**src/rtl/iee_pkg.sv**
```systemverilog
// Shared types, codes and helper functions of the infix expression evaluator.
`timescale 1ns / 1ps

package iee_pkg;

   localparam int STACK_DEPTH_DEFAULT = 16;
   localparam int VALUE_WIDTH_DEFAULT = 32;
   localparam int QUEUE_DEPTH = 4;

   // Operator codes as held on the operator stack.
   localparam logic [2:0] OP_ADD  = 3'd0;
   localparam logic [2:0] OP_SUB  = 3'd1;
   localparam logic [2:0] OP_MUL  = 3'd2;
   localparam logic [2:0] OP_DIV  = 3'd3;
   localparam logic [2:0] OP_LPAR = 3'd4;

   // Status codes of a result.
   localparam logic [2:0] ST_OK        = 3'd0;
   localparam logic [2:0] ST_PAREN     = 3'd1;
   localparam logic [2:0] ST_MALFORMED = 3'd2;
   localparam logic [2:0] ST_DIVZERO   = 3'd3;
   localparam logic [2:0] ST_OVERFLOW  = 3'd4;

   // Character classes decided by the front end.
   localparam logic [1:0] K_DIGIT = 2'd0;
   localparam logic [1:0] K_LPAR  = 2'd1;
   localparam logic [1:0] K_RPAR  = 2'd2;
   localparam logic [1:0] K_OPER  = 2'd3;

   localparam logic [7:0] CH_ADD  = 8'h2B;
   localparam logic [7:0] CH_SUB  = 8'h2D;
   localparam logic [7:0] CH_MUL  = 8'h2A;
   localparam logic [7:0] CH_DIV  = 8'h2F;
   localparam logic [7:0] CH_LPAR = 8'h28;
   localparam logic [7:0] CH_RPAR = 8'h29;
   localparam logic [8:0] DIGIT_BASE = 9'd48;

   typedef struct packed {
      logic [7:0] symbol;
      logic       last;
   } req_type;

   typedef struct packed {
      logic signed [31:0] value;
      logic [2:0]         status;
   } rsp_type;

   typedef struct packed {
      logic [1:0] kind;
      logic [2:0] op;
      logic [7:0] symbol;
      logic       last;
   } entry_type;

   function automatic logic [1:0] rank_of(input logic [2:0] code);
      logic [1:0] r;
      if (code == OP_LPAR) begin
         r = 2'd0;
      end else if (code == OP_ADD || code == OP_SUB) begin
         r = 2'd1;
      end else begin
         r = 2'd2;
      end
      return r;
   endfunction

endpackage

```
**src/rtl/iee_front.sv**
```systemverilog
// Front end: accepts characters, classifies them and queues them for the back end.
`timescale 1ns / 1ps

module iee_front (
   input  logic              clock,
   input  logic              reset,
   input  logic              req_valid,
   output logic              req_stall,
   input  iee_pkg::req_type  req_data,
   output logic              q_valid,
   output iee_pkg::entry_type q_entry,
   input  logic              q_take
);
   import iee_pkg::*;

   localparam int PW = $clog2(QUEUE_DEPTH);
   localparam int CW = $clog2(QUEUE_DEPTH + 1);

   entry_type       queue_ff [QUEUE_DEPTH];
   logic [PW-1:0]   wr_ptr_ff, wr_ptr_in;
   logic [PW-1:0]   rd_ptr_ff, rd_ptr_in;
   logic [CW-1:0]   count_ff, count_in;
   entry_type       classified;
   logic            push, pop;

   always_comb begin
      classified.symbol = req_data.symbol;
      classified.last   = req_data.last;
      classified.op     = OP_ADD;
      priority if (req_data.symbol == CH_LPAR) begin
         classified.kind = K_LPAR;
         classified.op   = OP_LPAR;
      end else if (req_data.symbol == CH_RPAR) begin
         classified.kind = K_RPAR;
      end else if (req_data.symbol == CH_ADD) begin
         classified.kind = K_OPER;
      end else if (req_data.symbol == CH_SUB) begin
         classified.kind = K_OPER;
         classified.op   = OP_SUB;
      end else if (req_data.symbol == CH_MUL) begin
         classified.kind = K_OPER;
         classified.op   = OP_MUL;
      end else if (req_data.symbol == CH_DIV) begin
         classified.kind = K_OPER;
         classified.op   = OP_DIV;
      end else begin
         classified.kind = K_DIGIT;
      end
   end

   assign req_stall = (count_ff == CW'(QUEUE_DEPTH));
   assign push      = req_valid && !req_stall;
   assign q_valid   = (count_ff != '0);
   assign q_entry   = queue_ff[rd_ptr_ff];
   assign pop       = q_take && q_valid;

   always_comb begin
      wr_ptr_in = push ? wr_ptr_ff + 1'b1 : wr_ptr_ff;
      rd_ptr_in = pop ? rd_ptr_ff + 1'b1 : rd_ptr_ff;
      count_in  = count_ff + CW'(push) - CW'(pop);
   end

   always_ff @(posedge clock) begin
      if (push) begin
         queue_ff[wr_ptr_ff] <= classified;
      end
   end

   always_ff @(posedge clock) begin
      if (reset) begin
         wr_ptr_ff <= '0;
         rd_ptr_ff <= '0;
         count_ff  <= '0;
      end else begin
         wr_ptr_ff <= wr_ptr_in;
         rd_ptr_ff <= rd_ptr_in;
         count_ff  <= count_in;
      end
   end

endmodule

```
**src/rtl/iee_div.sv**
```systemverilog
// Iterative signed divider, one quotient bit per cycle, truncating toward zero.
`timescale 1ns / 1ps

module iee_div #(
   parameter int VALUE_WIDTH = iee_pkg::VALUE_WIDTH_DEFAULT
) (
   input  logic                   clock,
   input  logic                   reset,
   input  logic                   start,
   input  logic [VALUE_WIDTH-1:0] dividend,
   input  logic [VALUE_WIDTH-1:0] divisor,
   output logic                   done,
   output logic [VALUE_WIDTH-1:0] quotient
);
   import iee_pkg::*;

   localparam int NW = $clog2(VALUE_WIDTH + 1);

   logic                   busy_ff, busy_in;
   logic                   done_ff, done_in;
   logic [NW-1:0]          step_ff, step_in;
   logic [VALUE_WIDTH-1:0] rem_ff, rem_in;
   logic [VALUE_WIDTH-1:0] quo_ff, quo_in;
   logic [VALUE_WIDTH-1:0] den_ff, den_in;
   logic                   neg_ff, neg_in;
   logic [VALUE_WIDTH:0]   trial;
   logic                   fits;

   assign trial = {rem_ff, quo_ff[VALUE_WIDTH-1]};
   assign fits  = (trial >= {1'b0, den_ff});

   always_comb begin
      busy_in = busy_ff;
      done_in = 1'b0;
      step_in = step_ff;
      rem_in  = rem_ff;
      quo_in  = quo_ff;
      den_in  = den_ff;
      neg_in  = neg_ff;
      if (start) begin
         busy_in = 1'b1;
         step_in = '0;
         rem_in  = '0;
         quo_in  = dividend[VALUE_WIDTH-1] ? -dividend : dividend;
         den_in  = divisor[VALUE_WIDTH-1] ? -divisor : divisor;
         neg_in  = dividend[VALUE_WIDTH-1] ^ divisor[VALUE_WIDTH-1];
      end else if (busy_ff) begin
         rem_in  = fits ? VALUE_WIDTH'(trial - {1'b0, den_ff}) : trial[VALUE_WIDTH-1:0];
         quo_in  = {quo_ff[VALUE_WIDTH-2:0], fits};
         step_in = step_ff + 1'b1;
         if (step_ff == NW'(VALUE_WIDTH - 1)) begin
            busy_in = 1'b0;
            done_in = 1'b1;
         end
      end
   end

   assign done     = done_ff;
   assign quotient = neg_ff ? -quo_ff : quo_ff;

   always_ff @(posedge clock) begin
      step_ff <= step_in;
      rem_ff  <= rem_in;
      quo_ff  <= quo_in;
      den_ff  <= den_in;
      neg_ff  <= neg_in;
   end

   always_ff @(posedge clock) begin
      if (reset) begin
         busy_ff <= 1'b0;
         done_ff <= 1'b0;
      end else begin
         busy_ff <= busy_in;
         done_ff <= done_in;
      end
   end

endmodule

```
**src/rtl/iee_back.sv**
```systemverilog
// Back end: operator and value stacks, the evaluation sequencer and the result register.
`timescale 1ns / 1ps

module iee_back #(
   parameter int STACK_DEPTH = iee_pkg::STACK_DEPTH_DEFAULT,
   parameter int VALUE_WIDTH = iee_pkg::VALUE_WIDTH_DEFAULT
) (
   input  logic               clock,
   input  logic               reset,
   input  logic               q_valid,
   input  iee_pkg::entry_type q_entry,
   output logic               q_take,
   output logic               rsp_valid,
   input  logic               rsp_stall,
   output iee_pkg::rsp_type   rsp_data
);
   import iee_pkg::*;

   localparam int AW = (STACK_DEPTH > 1) ? $clog2(STACK_DEPTH) : 1;
   localparam int CW = $clog2(STACK_DEPTH + 1);
   localparam int VW = VALUE_WIDTH;

   localparam logic [3:0] S_IDLE  = 4'd0;
   localparam logic [3:0] S_EXEC  = 4'd1;
   localparam logic [3:0] S_RPAR  = 4'd2;
   localparam logic [3:0] S_OPER  = 4'd3;
   localparam logic [3:0] S_OREF  = 4'd4;
   localparam logic [3:0] S_APA   = 4'd5;
   localparam logic [3:0] S_APB   = 4'd6;
   localparam logic [3:0] S_DIVW  = 4'd7;
   localparam logic [3:0] S_POST  = 4'd8;
   localparam logic [3:0] S_DRAIN = 4'd9;
   localparam logic [3:0] S_FIN   = 4'd10;

   logic [3:0]     state_ff, state_in;
   logic [3:0]     ret_ff, ret_in;
   logic           apply_ff, apply_in;
   logic [2:0]     code_ff, code_in;
   entry_type      cur_ff, cur_in;
   logic [CW-1:0]  ocnt_ff, ocnt_in;
   logic [2:0]     otop_ff, otop_in;
   logic [CW-1:0]  vcnt_ff, vcnt_in;
   logic [VW-1:0]  vtop_ff, vtop_in;
   logic [2:0]     err_ff, err_in;
   logic [31:0]    pdepth_ff, pdepth_in;
   logic           pbroken_ff, pbroken_in;
   logic           rsp_valid_ff, rsp_valid_in;
   rsp_type        rsp_data_ff, rsp_data_in;

   logic [2:0]     omem [STACK_DEPTH];
   logic [VW-1:0]  vmem [STACK_DEPTH];
   logic [2:0]     ord_ff;
   logic [VW-1:0]  vrd_ff;
   logic           o_we, v_we;
   logic [AW-1:0]  o_waddr, o_raddr, v_waddr, v_raddr;
   logic [2:0]     o_wdata;
   logic [VW-1:0]  v_wdata;

   logic           div_start, div_done;
   logic [VW-1:0]  div_q;
   logic [8:0]     digit_diff;
   logic [VW-1:0]  operand;
   logic [CW-1:0]  cnt_less1, ocnt_less2, vcnt_less2, vcnt_less1;
   logic [2:0]     fin_status;
   logic [63:0]    fin_ext;

   iee_div #(.VALUE_WIDTH(VW)) u_div (
      .clock    (clock),
      .reset    (reset),
      .start    (div_start),
      .dividend (vrd_ff),
      .divisor  (vtop_ff),
      .done     (div_done),
      .quotient (div_q)
   );

   assign digit_diff = {1'b0, cur_ff.symbol} - DIGIT_BASE;
   assign operand    = VW'($signed(digit_diff));
   assign cnt_less1  = ocnt_ff - CW'(1);
   assign ocnt_less2 = ocnt_ff - CW'(2);
   assign vcnt_less1 = vcnt_ff - CW'(1);
   assign vcnt_less2 = vcnt_ff - CW'(2);
   assign fin_status = (err_ff != ST_OK) ? err_ff :
                       ((vcnt_ff != CW'(1)) ? ST_MALFORMED : ST_OK);
   assign fin_ext    = 64'($signed(vtop_ff));

   always_comb begin
      state_in     = state_ff;
      ret_in       = ret_ff;
      apply_in     = apply_ff;
      code_in      = code_ff;
      cur_in       = cur_ff;
      ocnt_in      = ocnt_ff;
      otop_in      = otop_ff;
      vcnt_in      = vcnt_ff;
      vtop_in      = vtop_ff;
      err_in       = err_ff;
      pdepth_in    = pdepth_ff;
      pbroken_in   = pbroken_ff;
      rsp_valid_in = rsp_valid_ff && rsp_stall;
      rsp_data_in  = rsp_data_ff;
      q_take       = 1'b0;
      o_we         = 1'b0;
      o_waddr      = cnt_less1[AW-1:0];
      o_wdata      = otop_ff;
      o_raddr      = ocnt_less2[AW-1:0];
      v_we         = 1'b0;
      v_waddr      = vcnt_less1[AW-1:0];
      v_wdata      = vtop_ff;
      v_raddr      = vcnt_less2[AW-1:0];
      div_start    = 1'b0;

      unique case (state_ff)
         S_IDLE: begin
            q_take = q_valid;
            if (q_valid) begin
               cur_in   = q_entry;
               state_in = S_EXEC;
            end
         end
         S_EXEC: begin
            if (cur_ff.kind == K_LPAR) begin
               if (pdepth_ff != 32'hFFFF_FFFF) begin
                  pdepth_in = pdepth_ff + 32'd1;
               end
            end else if (cur_ff.kind == K_RPAR) begin
               if (pdepth_ff == '0) begin
                  pbroken_in = 1'b1;
               end else begin
                  pdepth_in = pdepth_ff - 32'd1;
               end
            end
            state_in = S_POST;
            code_in  = cur_ff.op;
            if (err_ff == ST_OK) begin
               unique case (cur_ff.kind)
                  K_DIGIT: begin
                     if (vcnt_ff >= CW'(STACK_DEPTH)) begin
                        err_in = ST_OVERFLOW;
                     end else begin
                        v_we    = (vcnt_ff != '0);
                        vtop_in = operand;
                        vcnt_in = vcnt_ff + CW'(1);
                     end
                  end
                  K_LPAR: begin
                     if (ocnt_ff >= CW'(STACK_DEPTH)) begin
                        err_in = ST_OVERFLOW;
                     end else begin
                        o_we    = (ocnt_ff != '0);
                        otop_in = OP_LPAR;
                        ocnt_in = ocnt_ff + CW'(1);
                     end
                  end
                  K_RPAR: state_in = S_RPAR;
                  default: state_in = S_OPER;
               endcase
            end
         end
         S_RPAR: begin
            if (err_ff != ST_OK) begin
               state_in = S_POST;
            end else if (ocnt_ff == '0) begin
               err_in   = ST_PAREN;
               state_in = S_POST;
            end else begin
               code_in  = otop_ff;
               ocnt_in  = cnt_less1;
               apply_in = (otop_ff != OP_LPAR);
               ret_in   = (otop_ff != OP_LPAR) ? S_RPAR : S_POST;
               state_in = S_OREF;
            end
         end
         S_OPER: begin
            if (err_ff != ST_OK) begin
               state_in = S_POST;
            end else if (ocnt_ff != '0 && rank_of(otop_ff) >= rank_of(cur_ff.op)) begin
               code_in  = otop_ff;
               ocnt_in  = cnt_less1;
               apply_in = 1'b1;
               ret_in   = S_OPER;
               state_in = S_OREF;
            end else begin
               state_in = S_POST;
               if (ocnt_ff >= CW'(STACK_DEPTH)) begin
                  err_in = ST_OVERFLOW;
               end else begin
                  o_we    = (ocnt_ff != '0);
                  otop_in = cur_ff.op;
                  ocnt_in = ocnt_ff + CW'(1);
               end
            end
         end
         S_OREF: begin
            otop_in  = ord_ff;
            state_in = apply_ff ? S_APA : ret_ff;
         end
         S_APA: begin
            if (vcnt_ff < CW'(2)) begin
               err_in   = ST_MALFORMED;
               state_in = ret_ff;
            end else begin
               state_in = S_APB;
            end
         end
         S_APB: begin
            state_in = ret_ff;
            unique case (code_ff)
               OP_ADD: begin
                  vtop_in = vrd_ff + vtop_ff;
                  vcnt_in = vcnt_less1;
               end
               OP_SUB: begin
                  vtop_in = vrd_ff - vtop_ff;
                  vcnt_in = vcnt_less1;
               end
               OP_MUL: begin
                  vtop_in = vrd_ff * vtop_ff;
                  vcnt_in = vcnt_less1;
               end
               default: begin
                  if (vtop_ff == '0) begin
                     err_in = ST_DIVZERO;
                  end else begin
                     div_start = 1'b1;
                     state_in  = S_DIVW;
                  end
               end
            endcase
         end
         S_DIVW: begin
            if (div_done) begin
               vtop_in  = div_q;
               vcnt_in  = vcnt_less1;
               state_in = ret_ff;
            end
         end
         S_POST: begin
            if (!cur_ff.last) begin
               state_in = S_IDLE;
            end else if (pbroken_ff || pdepth_ff != '0) begin
               err_in   = ST_PAREN;
               state_in = S_FIN;
            end else begin
               state_in = S_DRAIN;
            end
         end
         S_DRAIN: begin
            if (err_ff != ST_OK || ocnt_ff == '0) begin
               state_in = S_FIN;
            end else if (otop_ff == OP_LPAR) begin
               err_in   = ST_PAREN;
               state_in = S_FIN;
            end else begin
               code_in  = otop_ff;
               ocnt_in  = cnt_less1;
               apply_in = 1'b1;
               ret_in   = S_DRAIN;
               state_in = S_OREF;
            end
         end
         S_FIN: begin
            if (!rsp_valid_ff || !rsp_stall) begin
               rsp_valid_in       = 1'b1;
               rsp_data_in.status = fin_status;
               rsp_data_in.value  = (fin_status == ST_OK) ? fin_ext[31:0] : '0;
               ocnt_in            = '0;
               vcnt_in            = '0;
               err_in             = ST_OK;
               pdepth_in          = '0;
               pbroken_in         = 1'b0;
               state_in           = S_IDLE;
            end
         end
         default: state_in = S_IDLE;
      endcase
   end

   always_ff @(posedge clock) begin
      if (o_we) begin
         omem[o_waddr] <= o_wdata;
      end
      ord_ff <= omem[o_raddr];
   end

   always_ff @(posedge clock) begin
      if (v_we) begin
         vmem[v_waddr] <= v_wdata;
      end
      vrd_ff <= vmem[v_raddr];
   end

   always_ff @(posedge clock) begin
      ret_ff      <= ret_in;
      apply_ff    <= apply_in;
      code_ff     <= code_in;
      cur_ff      <= cur_in;
      otop_ff     <= otop_in;
      vtop_ff     <= vtop_in;
      rsp_data_ff <= rsp_data_in;
   end

   always_ff @(posedge clock) begin
      if (reset) begin
         state_ff     <= S_IDLE;
         ocnt_ff      <= '0;
         vcnt_ff      <= '0;
         err_ff       <= ST_OK;
         pdepth_ff    <= '0;
         pbroken_ff   <= 1'b0;
         rsp_valid_ff <= 1'b0;
      end else begin
         state_ff     <= state_in;
         ocnt_ff      <= ocnt_in;
         vcnt_ff      <= vcnt_in;
         err_ff       <= err_in;
         pdepth_ff    <= pdepth_in;
         pbroken_ff   <= pbroken_in;
         rsp_valid_ff <= rsp_valid_in;
      end
   end

   assign rsp_valid = rsp_valid_ff;
   assign rsp_data  = rsp_data_ff;

endmodule

```
**src/rtl/infix_expression_evaluator_unit.sv**
```systemverilog
// Top level of the infix expression evaluator.
`timescale 1ns / 1ps

// The request channel carries one expression character per transaction
// (symbol, and last to mark the final character). The response channel
// carries one transaction per expression: the value and a status code.
// A front end classifies characters into a four-entry queue, so requests are
// taken while the evaluator is busy or the response register is full.
// The back end evaluates characters one at a time: a digit or an open
// parenthesis passes the take, execute and post states; every operator
// popped from the stack adds a stack read and the apply states, and a
// division also waits for the one-bit-per-cycle divider. The last character
// drains the operator stack likewise before the response is registered.
// Synchronous reset clears the queue, stack counts, error state and the
// response valid flag; stack memories keep stale contents, which are never
// read. While the receiver stalls the response holds, the next final
// character waits, and the queue fills and then stalls requests.

module infix_expression_evaluator_unit #(
   parameter int STACK_DEPTH = iee_pkg::STACK_DEPTH_DEFAULT,
   parameter int VALUE_WIDTH = iee_pkg::VALUE_WIDTH_DEFAULT
) (
   input  logic             clock,
   input  logic             reset,
   input  logic             req_valid,
   output logic             req_stall,
   input  iee_pkg::req_type req_data,
   output logic             rsp_valid,
   input  logic             rsp_stall,
   output iee_pkg::rsp_type rsp_data
);
   import iee_pkg::*;

   // Hand-off between the classifier queue and the evaluator.
   logic      q_valid;
   logic      q_take;
   entry_type q_entry;

   iee_front u_front (
      .clock     (clock),
      .reset     (reset),
      .req_valid (req_valid),
      .req_stall (req_stall),
      .req_data  (req_data),
      .q_valid   (q_valid),
      .q_entry   (q_entry),
      .q_take    (q_take)
   );

   // The evaluator owns both stacks and the response register.
   iee_back #(
      .STACK_DEPTH (STACK_DEPTH),
      .VALUE_WIDTH (VALUE_WIDTH)
   ) u_back (
      .clock     (clock),
      .reset     (reset),
      .q_valid   (q_valid),
      .q_entry   (q_entry),
      .q_take    (q_take),
      .rsp_valid (rsp_valid),
      .rsp_stall (rsp_stall),
      .rsp_data  (rsp_data)
   );

endmodule

```
**config.mk**
```make
export PLATFORM = sky130hd
export DESIGN_NAME = infix_expression_evaluator_unit
export DESIGN_NICKNAME = d
export VERILOG_FILES = /design/src/rtl/iee_pkg.sv /design/src/rtl/iee_front.sv /design/src/rtl/iee_div.sv /design/src/rtl/iee_back.sv /design/src/rtl/infix_expression_evaluator_unit.sv
export SDC_FILE = /design/constraint.sdc
export NUM_CORES = 2
export LEC_CHECK = 0
export ABC_AREA = 1
export BUFFER_PORTS_ARGS = -buffer_cell sky130_fd_sc_hd__buf_2
export CORE_MARGIN = 8
export CORE_UTILIZATION = 40
export CTS_CLUSTER_DIAMETER = 80
export CTS_CLUSTER_SIZE = 28
export DETAILED_ROUTE_END_ITERATION = 12
export PLACE_DENSITY = 0.6
export RECOVER_POWER = 50
export SLEW_MARGIN = 20
export SYNTH_ARGS = -nofsm -noshare
export SYNTH_HDL_FRONTEND = slang
export SYNTH_SLANG_ARGS = --single-unit
export TNS_END_PERCENT = 1
```
**constraint.sdc**
```tcl
create_clock -name clock -period 10.8 [get_ports clock]
set_clock_uncertainty 0.15 [all_clocks]
set_input_delay 2.16 -clock clock [delete_from_list [all_inputs] [get_ports clock]]
set_output_delay 2.16 -clock clock [all_outputs]
set_load 0.02 [all_outputs]
```
Word level (Yosys, flattened, before mapping)
Memory sizes are Yosys's and may differ from the RTL's. A register that Yosys moved wholly into a read port is not among the register bits.
Cells that the tools add are included.
{"block": "classes", "reduce_logical": 51, "mux": 149, "order_cmp": 5, "n_bitwise": 2, "addsub": 20, "n_mul": 1, "eq_ne": 62}
{"cell": "$mux 32", "n": 14}
{"cell": "$pmux 32 s3", "n": 2}
{"cell": "$neg 32->32", "n": 3}
{"cell": "$mux 3", "n": 30}
{"cell": "$mux 5", "n": 18}
{"cell": "$mux 4", "n": 22}
{"cell": "$logic_not 32->1", "n": 2}
{"cell": "$pmux 32 s2", "n": 1}
{"cell": "$sub 32x32->32", "n": 2}
{"cell": "$eq 8x6->1 const B", "n": 6}
{"cell": "$pmux 4 s11", "n": 1}
{"cell": "$mux 1", "n": 35}
{"cell": "$ge 33x32->1", "n": 1}
{"cell": "$add 32x1->32 const B", "n": 1}
{"cell": "$add 32x32->32", "n": 1}
{"cell": "$mul 32x32->32", "n": 1}
{"cell": "$ne 32x32->1 const B", "n": 1}
{"cell": "$reduce_bool 32->1", "n": 1}
{"cell": "$sub 32x1->32 const B", "n": 1}
{"cell": "$mux 31", "n": 1}
{"cell": "$mux 2", "n": 14}
{"cell": "$ne 2x2->1 const B", "n": 14}
{"cell": "$reduce_and 7->1", "n": 4}
{"cell": "$ne 2x1->1 const B", "n": 13}
{"cell": "58 further kinds", "n": 101}
{"block": "totals", "mem_bits_rw": 616, "out_inout_bits": 37, "mem_count": 3, "register_bits": 241, "wordCells": 318}
{"memory": "u_back.vmem", "words": 16, "word_bits": 32, "read_ports": 1, "rd_clocked_by_memory_dff": 1, "wr": 1, "line": "iee_back.sv:51", "text": "logic [VW-1:0] vmem [STACK_DEPTH];"}
{"memory": "u_front.queue_ff", "words": 4, "word_bits": 14, "read_ports": 1, "rd_clocked_by_memory_dff": 1, "wr": 1, "line": "iee_front.sv:19", "text": "entry_type queue_ff [QUEUE_DEPTH];"}
{"memory": "u_back.omem", "words": 16, "word_bits": 3, "read_ports": 1, "rd_clocked_by_memory_dff": 1, "wr": 1, "line": "iee_back.sv:50", "text": "logic [2:0] omem [STACK_DEPTH];"}

Longest topological paths before layout
{"block": "logic_depth", "word_depth": 13, "ltp_mapped": 35, "ltp_nobuf": 33}

Modules after synthesis
A second synthesis with hierarchy kept.
{"block": "hier_totals", "cells_unflattened": 7192, "area_unflattened_um2": 62658.8}
{"mod": "iee_back", "cells_per_inst": 5479, "seq_area_each_um2": 21270.4, "area_each_um2": 50534.7, "n_inst": 1}
{"mod": "iee_div", "cells_per_inst": 1480, "seq_area_each_um2": 2752.6, "area_each_um2": 9394.0, "n_inst": 1}
{"mod": "iee_front", "cells_per_inst": 233, "seq_area_each_um2": 1861.8, "area_each_um2": 2730.1, "n_inst": 1}

Worst setup path after synthesis
No wires, ideal clock.
{"block": "synth_path", "path_kind": "flip-flop to flip-flop", "startpoint": "register u_back.vtop_ff[7] (netlist: u_back.v_wdata[7])", "endpoint": "register u_back.vtop_ff[29] (netlist: u_back.v_wdata[29]) (data pin)", "n_path_buf": 2, "t_required_ns": 10.394, "path_slack_ns": 3.650, "setup_ns": 0.256, "arrival_ns": 6.744, "stages_incl_launch_ff": 29, "cell_sequence": "edfxtp_1 clkbuf_1 buf_1 nand2_1 inv_1 fa_1 fa_1 fa_1 inv_1 fa_1 inv_1 fa_1 inv_1 fa_1 inv_1 fa_1 fa_1 ha_1 nand2_1 nor2_1 nor3b_1 nand3_1 nand3_1 a21o_1 a31oi_1 nand2_1 nand2_1 o21ai_0 nand2_1"}
{"block": "synth_between", "elab_chain_cells": 3}
{"element": "from (decl)", "line": "iee_back.sv:43", "text": "logic [VW-1:0] vtop_ff, vtop_in;"}
{"element": "from (signal assigned)", "line": "iee_back.sv:299", "text": "vtop_ff <= vtop_in;"}
{"element": "$mul 32x32->32 (tied with other cells)", "line": "iee_back.sv:218", "text": "vtop_in = vrd_ff * vtop_ff;"}
{"element": "$pmux 32 s3 *", "line": "iee_back.sv:208", "text": "unique case (code_ff)"}
{"element": "$pmux 32 s3 *", "line": "iee_back.sv:113", "text": "unique case (state_ff)"}
{"element": "via u_back.vtop_in[29]", "line": "iee_back.sv:43"}
Mark *: on every way through the listed nets, which the timed path passes. The rest lies on a longest branch.
A chain may end at the register's enable or synchronous reset.

Worst setup path in the final report
{"block": "layout_path", "startpoint": "register u_back.vtop_ff[14] (netlist: u_back.v_wdata[14])", "endpoint": "register u_back.vtop_ff[31] (netlist: u_back.v_wdata[31]) (data pin)"}
The elaborated chain is that of the path after synthesis.

==> metrics.yaml <==
status: "finished, violations left"
violations: "max-capacitance violations, max-slew violations"
critPathSlowestCell: "clkbuf_1"
initialDrtViolationCount: 4742
clock_latency_ns: 0.71
synth-edff-count: 772
hold_slack_ns: 0.324
yosysMostFrequentCell: "nand2_1"
cts_resized: 0
finalSetupViolCount: 0
hold_class: "register to register"
path_clk_slew_ns: 0.09
antenna_found_initial: 10
timing.fmax_ghz: 0.108
critPathMaxFanout: 39
synthArstFlopShare_pct: 0
rsz0062_at_grt: "false"
path_common_cell: "fa_1"
vias_per_cell: 5.41
cp-start-kind: "register"
required_ns: 11.11
drv_slew: 1120
start_util_pct: 40.2
synth_top_cells_by_count: "nand2_1, inv_1, edfxtp_1"
pin_count: 50
grt.total_usage_pct: 22.1
io_buffers: 49
yosysTopAreaCell: "edfxtp_1"
dpl-instance-area_um2: 63500
grt_max_degree: 160
drive_gt1_share_pct: 4.59
numCtsBuffers: 58
hold_violations: 0
synth_area_leaders: "edfxtp_1, fa_1, nand2_1, inv_1, ha_1"
synth_cell_types: 69
vias: 47300
rows: 143
die_area_um2: 165000
cts_tree: "built"
relSlewSlack_pct: -361
synth-seq-cells: 905
crit_family: "adder cells"
wirelength_mm: 186
grt_pass1_wl_mm: 283
drc_errors: 0
coreArea_um2: 152000
ys.flop_type: "edfxtp_1"
synth_warnings: 0
cp.arrival_ns: 9.56
place_hpwl_mm: 125
post-route-util_pct: 43.2
h-tree-depth: 2
synth_top_area_share_pct: 38.1
cts_buffer_depth: 3
finalNetCount: 7326
synth.avg_cell_area_um2: 9.01
crit_buf_inv: 6
stdcell_area_um2: 65400
grt-ovfl-total: 0
postCtsSetupBuffers: 0
final_antenna_net_count: 0
area_growth_pct: 7.47
yosysSeqAreaShare_pct: 42.4
post-route-period-util_pct: 85.7
crit_path_end_kind: "register"
cts.sinks: 905
netlist_area_um2: 60900
hold_buffers: 0
dr.pass1.iters: 6
worstMarginPinSlew_ns: 6.92
cpPeakStageDelay_ns: 2.03
fin_tns_setup_ns: 0
syn-num-nets: 7431
die_h_um: 406
drv_cap: 28
synth_cells: 6758
cts-root-buf: "clkbuf_16"
worst-setup-path-type: "register to register"
grt_pass1_vias: 47000
routabilityCongestion: 0.934
min_period_ns: 9.25
die_w_um: 406
routedWlPerCell_um: 21.3
worst register-to-register path: stages, from the launching register on:
cell	delay (ns)
edfxtp_1	0.33
clkbuf_1	2.03
nand2_1	0.32
fa_1	0.66
inv_1	0.05
fa_1	0.51
fa_1	0.43
fa_1	0.51
inv_1	0.06
fa_1	0.53
inv_1	0.05
fa_1	0.46
fa_1	0.55
fa_1	0.48
ha_1	0.37
inv_1	0.13
o21ai_0	0.13
a21oi_1	0.16
nor2_1	0.06
a211oi_1	0.28
o21ai_0	0.14
nor2_1	0.22
inv_1	0.08
nand3_1	0.09
nand3_1	0.09
nand2_1	0.09
nand2_1	0.05
logic make-up (layout without fill, tap and decap cells):
kind of cell | Yosys count | count (layout) | share of synthesized area [%]
simple gates | 2420 | 2420 | 16.6
buf+inv | 1445 | 1390 | 9.02
compound gates | 1195 | 1195 | 11.4
flops | 905 | 905 | 42.4
fa+ha+maj | 660 | 660 | 18.6
xor+xnor | 133 | 133 | 1.91
other cells | 0 | 4 | 0
metrics by stage:
step	std cells	worst slack [ns]
floorplan	6758	3.65
global placement	8623	2.90
detailed placement	8623	2.89
CTS	8733	2.85
global route	8734	1.21
finish	8737	1.55
metal layers:
| layer | GRT usage [%] | share of wire, % | routed length (µm) |
|---|---|---|---|
| met1 | 30.2 | 43 | 80000 |
| met2 | 36.3 | 46 | 84900 |
| met3 | 2.96 | 7.3 | 13700 |
| met4 | 7.62 | 4.0 | 7500 |
| met5 | 0 | 0.0070 | 13 |
placed cells by master (no fill, tap or decap), types with 39 or more instances in the layout:
cell	count
o21ai_0	582
a21oi_1	256
o211ai_1	49
edfxtp_1	772
nor3_1	55
clkbuf_16	59
clkbuf_1	54
xnor2_1	47
xor2_1	86
nor2_1	615
ha_1	247
buf_4	76
inv_1	1098
nand4_1	53
o221ai_1	104
dfxtp_1	129
nand3_1	231
fa_1	412
buf_2	40
nand2_1	1321
o22ai_1	60
nand3b_1	39
flip-flops by register name, summed over array words and instances (netlist names), 5 cells and up:
name and count:
u_back.u_div.den_ff 32, u_back.u_div.quo_ff 32, u_back.rsp_data 35, u_back.omem 48
u_back.pdepth_ff 32, u_back.ocnt_ff 5, u_back.v_wdata 32, u_back.vrd_ff 32
u_back.vmem 512, u_back.vcnt_ff 5, u_back.u_div.rem_ff 32, u_front.queue_ff 56
u_back.cur_ff 14, u_back.u_div.step_ff 6
final cells by class:
type,instances,area [µm²]
Inverter,1117,4200
Timing Repair Buffer,163,965
Sequential cell,905,25900
Antenna cell,4,10.0
Multi-Input combinational cell,4408,29700
Tap cell,2030,2540
Clock inverter,41,688
Fill cell,14800,86100
Clock buffer,69,1520
path summary, 6_finish.rpt:
| kind | startpoint | to | slack [ns] | depth (start not counted) |
|---|---|---|---|---|
| max | u_back.v_wdata[14]$_DFFE_PP_ | u_back.v_wdata[31]$_DFFE_PP_ | 1.55 | 26 |
| min | u_back.u_div.rem_ff[16]$_SDFFE_PP0P_ | u_back.u_div.rem_ff[16]$_SDFFE_PP0P_ | 0.32 | 2 |
| max reg2reg | u_back.v_wdata[14]$_DFFE_PP_ | u_back.v_wdata[31]$_DFFE_PP_ | 1.55 | 26 |
| min reg2reg | u_back.u_div.rem_ff[16]$_SDFFE_PP0P_ | u_back.u_div.rem_ff[16]$_SDFFE_PP0P_ | 0.32 | 2 |
Power is left out: the tool's default activity adds up to more than one toggle a clock period on the data nets, which glitch-free logic cannot reach.
